### src/rtl/tmb_pkg.sv
// Shared types and constants of the trimmed mean 3x3 blur.
`default_nettype none

package tmb_pkg;

   localparam int MAX_DIM_DEF = 1024;
   localparam int DIM_RESET   = 1024;
   localparam int DIM_MIN     = 3;
   localparam int CSR_W       = 11;
   localparam int CHAN_W      = 8;
   localparam int POS_OUT_W   = 10;
   localparam int LUMA_W      = 10;
   localparam int SUM_W       = 12;
   localparam int TRIM_W      = 11;
   localparam int WIN_N       = 9;
   localparam int RECIP_W     = 16;
   localparam int RECIP_SHIFT = 18;
   localparam logic [RECIP_W-1:0] RECIP_7 = 16'd37450;

   typedef struct packed {
      logic [CHAN_W-1:0] blue;
      logic [CHAN_W-1:0] green;
      logic [CHAN_W-1:0] red;
   } pixel_type;

   typedef struct packed {
      pixel_type above;
      pixel_type two_above;
   } line_type;

   typedef struct packed {
      logic [POS_OUT_W-1:0] row;
      logic [POS_OUT_W-1:0] col;
      logic                 done;
   } meta_type;

   typedef pixel_type [WIN_N-1:0] window_type;

endpackage

`default_nettype wire

### src/rtl/tmb_kernel.sv
// Trimmed sum, min/max rejection and divide-by-seven pipeline.
`default_nettype none

module tmb_kernel (
   input  logic                clock,
   input  logic                reset,
   input  logic                in_valid,
   output logic                in_ready,
   input  tmb_pkg::window_type in_win,
   input  tmb_pkg::meta_type   in_meta,
   output logic                out_valid,
   input  logic                out_ready,
   output tmb_pkg::pixel_type  out_pix,
   output tmb_pkg::meta_type   out_meta
);

   import tmb_pkg::*;

   localparam int PROD_W = TRIM_W + RECIP_W;

   function automatic logic [LUMA_W-1:0] intensity(input pixel_type p);
      return LUMA_W'(p.red) + LUMA_W'(p.green) + LUMA_W'(p.blue);
   endfunction

   // floor(t/7) for t below 7*256
   function automatic logic [CHAN_W-1:0] div7(input logic [TRIM_W-1:0] t);
      logic [PROD_W-1:0] prod;
      prod = PROD_W'(t) * PROD_W'(RECIP_7);
      return prod[RECIP_SHIFT +: CHAN_W];
   endfunction

   logic s2_valid_ff, s3_valid_ff, s4_valid_ff, out_valid_ff;
   logic s2_adv, s3_adv, s4_adv;
   logic s3_free, s4_free, out_free;

   window_type        win_ff;
   meta_type          meta2_ff, meta3_ff, meta4_ff, out_meta_ff;
   logic [SUM_W-1:0]  sum_red_in, sum_green_in, sum_blue_in;
   logic [SUM_W-1:0]  sum_red_ff, sum_green_ff, sum_blue_ff;
   pixel_type         lo_in, hi_in, lo_ff, hi_ff;
   logic [TRIM_W-1:0] trim_red_in, trim_green_in, trim_blue_in;
   logic [TRIM_W-1:0] trim_red_ff, trim_green_ff, trim_blue_ff;
   pixel_type         out_pix_in, out_pix_ff;

   assign out_free = !out_valid_ff || out_ready;
   assign s4_adv   = s4_valid_ff && out_free;
   assign s4_free  = !s4_valid_ff || s4_adv;
   assign s3_adv   = s3_valid_ff && s4_free;
   assign s3_free  = !s3_valid_ff || s3_adv;
   assign s2_adv   = s2_valid_ff && s3_free;
   assign in_ready = !s2_valid_ff || s2_adv;

   assign out_valid = out_valid_ff;
   assign out_pix   = out_pix_ff;
   assign out_meta  = out_meta_ff;

   // min: last on ties; max: first on ties
   always_comb begin
      logic [LUMA_W-1:0] v;
      logic [LUMA_W-1:0] lo_v;
      logic [LUMA_W-1:0] hi_v;
      lo_v         = '0;
      hi_v         = '0;
      lo_in        = win_ff[0];
      hi_in        = win_ff[0];
      sum_red_in   = '0;
      sum_green_in = '0;
      sum_blue_in  = '0;
      for (int k = 0; k < WIN_N; k++) begin
         v            = intensity(win_ff[k]);
         sum_red_in   = sum_red_in + SUM_W'(win_ff[k].red);
         sum_green_in = sum_green_in + SUM_W'(win_ff[k].green);
         sum_blue_in  = sum_blue_in + SUM_W'(win_ff[k].blue);
         if (k == 0 || v <= lo_v) begin
            lo_v  = v;
            lo_in = win_ff[k];
         end
         if (k == 0 || v > hi_v) begin
            hi_v  = v;
            hi_in = win_ff[k];
         end
      end
   end

   always_comb begin
      trim_red_in   = TRIM_W'(sum_red_ff - SUM_W'(lo_ff.red) - SUM_W'(hi_ff.red));
      trim_green_in = TRIM_W'(sum_green_ff - SUM_W'(lo_ff.green) - SUM_W'(hi_ff.green));
      trim_blue_in  = TRIM_W'(sum_blue_ff - SUM_W'(lo_ff.blue) - SUM_W'(hi_ff.blue));
      out_pix_in.red   = div7(trim_red_ff);
      out_pix_in.green = div7(trim_green_ff);
      out_pix_in.blue  = div7(trim_blue_ff);
   end

   always_ff @(posedge clock) begin
      if (reset) begin
         s2_valid_ff  <= 1'b0;
         s3_valid_ff  <= 1'b0;
         s4_valid_ff  <= 1'b0;
         out_valid_ff <= 1'b0;
      end else begin
         if (in_ready) begin
            s2_valid_ff <= in_valid;
         end
         if (s3_free) begin
            s3_valid_ff <= s2_valid_ff;
         end
         if (s4_free) begin
            s4_valid_ff <= s3_valid_ff;
         end
         if (out_free) begin
            out_valid_ff <= s4_valid_ff;
         end
      end
   end

   always_ff @(posedge clock) begin
      if (in_valid && in_ready) begin
         win_ff   <= in_win;
         meta2_ff <= in_meta;
      end
      if (s2_adv) begin
         sum_red_ff   <= sum_red_in;
         sum_green_ff <= sum_green_in;
         sum_blue_ff  <= sum_blue_in;
         lo_ff        <= lo_in;
         hi_ff        <= hi_in;
         meta3_ff     <= meta2_ff;
      end
      if (s3_adv) begin
         trim_red_ff   <= trim_red_in;
         trim_green_ff <= trim_green_in;
         trim_blue_ff  <= trim_blue_in;
         meta4_ff      <= meta3_ff;
      end
      if (s4_adv) begin
         out_pix_ff  <= out_pix_in;
         out_meta_ff <= meta4_ff;
      end
   end

endmodule

`default_nettype wire

### config.mk
export PLATFORM = sky130hd
export DESIGN_NAME = tmb_kernel
export DESIGN_NICKNAME = d
export VERILOG_FILES = /design/src/rtl/tmb_pkg.sv /design/src/rtl/tmb_kernel.sv
export SDC_FILE = /design/constraint.sdc
export NUM_CORES = 2
export LEC_CHECK = 0
export BUFFER_PORTS_ARGS = -buffer_cell sky130_fd_sc_hd__buf_4
export CORE_UTILIZATION = 50
export CTS_BUF_LIST = sky130_fd_sc_hd__clkbuf_4
export CTS_CLUSTER_SIZE = 40
export DETAILED_ROUTE_END_ITERATION = 8
export HOLD_SLACK_MARGIN = 0.1
export PLACE_DENSITY = 0.75
export SYNTH_ARGS = -nofsm -noshare
export SYNTH_HDL_FRONTEND = slang
export SYNTH_SLANG_ARGS = --single-unit
### constraint.sdc
create_clock -name clock -period 20.2 [get_ports clock]
set_input_delay 2.02 -clock clock [delete_from_list [all_inputs] [get_ports clock]]
set_output_delay 2.02 -clock clock [all_outputs]
set_load 0.01 [all_outputs]
==> flow_metrics.env <==
export IMPL_status="completed"
export IMPL_worst_pin_slew_ns=1.184
export IMPL_path_depth=74
export IMPL_core_um2=76450
export IMPL_antenna_found_initial=4
export IMPL_clkTransAtPathRegs_ns=0.07
export IMPL_seq_area_frac_synth=0.3407
export IMPL_cts_root_buf="clkbuf_4"
export IMPL_grt_ovfl_total=0
export IMPL_die_x_um=280.7
export IMPL_rsz0062_at_grt="false"
export IMPL_cap_violations=0
export IMPL_setup_viol=0
export IMPL_endpoint_kind="flop"
export IMPL_synth_edff_count=438
export IMPL_place_hpwl_um=96390
export IMPL_r2r_start="win_ff[11]"
export IMPL_syn_nets=4481
export IMPL_ys_ff_latch=442
export IMPL_fin_nets=4820
export IMPL_portBuffers=287
export IMPL_first_global_vias=28450
export IMPL_synth_area_per_cell_um2=11.25
export IMPL_synthToLayoutAreaGrowth_pct=12.76
export IMPL_routabilityCongestion=1.037
export IMPL_drc=0
export IMPL_yosys_most_used_dff="edfxtp_1"
export IMPL_cp_required_ns=20.87
export IMPL_postCtsHoldBufs=0
export IMPL_initial_core_util=0.5080
export IMPL_tns_ns=0
export IMPL_dr_pass1_iters=6
export IMPL_die_h_um=280.7
export IMPL_cp_data_arrival_time_ns=19.78
export IMPL_slew_headroom=0.2107
export IMPL_post_cts_buffers=0
export IMPL_yosys_warnings=0
export IMPL_drt_wirelength_per_cell_um=23.89
export IMPL_fin_crit_sh=0.9460
export IMPL_cts_resized=0
export IMPL_syn_area_um2=38840
export IMPL_row_count=101
export IMPL_final_cell_mix="ha_1 (469), edfxtp_1 (438), inv_1 (434)"
export IMPL_cts_htree_levels=3
export IMPL_synth_cell_types=92
export IMPL_finalHoldViolations=0
export IMPL_cts_tree="done"
export IMPL_reg2reg_depth=74
export IMPL_max_stage_delay_ns=0.74
export IMPL_fill_cells=6402
export IMPL_layout_commonest_cell="ha_1"
export IMPL_skew_ns=0.1280
export IMPL_postRouteAntennaNets=0
export IMPL_min_path_type="reg -> reg"
export IMPL_r2r_end="lo_ff[15]"
export IMPL_synthCells=3453
export IMPL_multi_input_area_um2=23720
export IMPL_clkSinkCount=442
export IMPL_clk_latency_ns=0.99
export IMPL_cp_top_family="compound AO/OA/AOI/OAI gates"
export IMPL_grt_max_degree=164
export IMPL_drt_iter0_drc=2907
export IMPL_crit_fanout=35
export IMPL_async_flop_share=0
export IMPL_cp_common_cell="ha_1"
export IMPL_io_pins=288
export IMPL_startpoint="win_ff[11]"
export IMPL_crit_type="reg -> reg"
export IMPL_slew_viol_final=0
export IMPL_drt_wl_total_um=117300
export IMPL_r2r_slack_ns=1.09
export IMPL_layout_min_cycle_time_ns=19.11
export IMPL_clock_fmax_mhz=52.33
export IMPL_cts_path_max_buffers=3
export IMPL_endpoint="lo_ff[15]"
export IMPL_start_kind="flop"
export IMPL_grt_pass1_wl_um=173000
export IMPL_crit_slowest_cell="or4b_1"
export IMPL_die_area_um2=78800
export IMPL_vias_per_cell=5.878
export IMPL_grt_usage=0.2999
export IMPL_drive_above_1_share=0.1593
export IMPL_cp_num_buf_inv=6
export IMPL_layout_area_seq_um2=13230
export IMPL_cts_made_buffers=115
export IMPL_dr_total_vias=28870
stage by stage:
step                utilization  instances  hold WS (ns)  area [um2]  worst slack [ns]
floorplan                     -       3453        0.4003       38840             1.952
global placement         0.5529       4705        0.4003       42270             1.211
detailed placement       0.5529       4705        0.4045       42270             1.011
CTS                      0.5722       4909        0.3345       43750            0.9872
global route             0.5729       4911        0.3447       43800           0.02108
finish                   0.5729       4911        0.3570       43800             1.091
worst min-delay path by stage:
stage	cells past startpoint	slack [ns]	from	to
6_report	0	0.36	meta3_ff[10]	meta4_ff[10]
5_1_grt	0	0.34	meta3_ff[10]	meta4_ff[10]
4_1_cts	0	0.33	meta3_ff[10]	meta4_ff[10]
3_5_place_dp	0	0.40	meta2_ff[2]	meta3_ff[2]
3_3_place_gp	0	0.40	meta3_ff[14]	meta4_ff[14]
2_1_floorplan	0	0.40	meta2_ff[0]	meta3_ff[0]
kinds of logic after synthesis:
kind of cell	after synthesis	share of synthesized area
adders and majority gates	792	0.3163
AOI/OAI and AO/OA	775	0.1327
and+or+nand+nor	565	0.07074
buffers and inverters	534	0.05235
DFF	442	0.3407
muxes	199	0.05396
xor gates and xnor gates	146	0.03331
worst reg2reg max path: cells and delay by family (launching register included):
family / cells / cell delay, ns
AO/OA/AOI/OAI: 27 / 6.28
adder cells (fa/ha/maj): 10 / 3.54
buffers and inverters: 6 / 1.53
flip-flops: 1 / 0.53
multiplexers: 3 / 1.00
AND/OR/NAND/NOR: 28 / 5.95
routing by layer:
| metal | up-vias | track usage | wire length [um] |
|---|---|---|---|
| met2 | 1489 | 0.4692 | 52750 |
| met5 | - | 0 | 0 |
| met4 | 0 | 0.1393 | 5941 |
| li1 | 13110 | - | - |
| met1 | 13950 | 0.3991 | 47150 |
| met3 | 315 | 0.06243 | 11490 |
flip-flops by register name, indices dropped and copies added (netlist names), 21 cells and up:
signal,flops
out_meta,21
win_ff,216
meta2_ff,21
out_pix,24
meta4_ff,21
meta3_ff,21
hi_ff,24
lo_ff,24
final cells by class:
type	instances	area share
timing repair buffer	322	0.05591
tap	1030	0.02942
inverter	434	0.03719
antenna	2	0.0001143
clock buffer	152	0.02605
multi-input combinational	2477	0.5416
sequential	442	0.3021
clock inverter	52	0.007627
cells in the mapped netlist (all sizes together) (39+ instances only):
library cell / instances / area, um2
ha: 469 / 5868
edfxtp: 438 / 13150
inv: 434 / 1629
fa: 318 / 6366
a21oi: 236 / 1192
nor2: 226 / 848.3
o21ai: 131 / 666.9
mux2i: 129 / 1304
nand2: 103 / 386.6
xnor2: 99 / 874.6
clkbuf: 82 / 307.8
a21o: 71 / 533.0
mux2: 70 / 792.0
a211oi: 69 / 528.0
nand2b: 56 / 350.3
xor2: 47 / 419.2
nor2b: 39 / 244.0
Power is not shown: default switching activity piles up to over one toggle a cycle in this logic, so the estimate is an artifact.
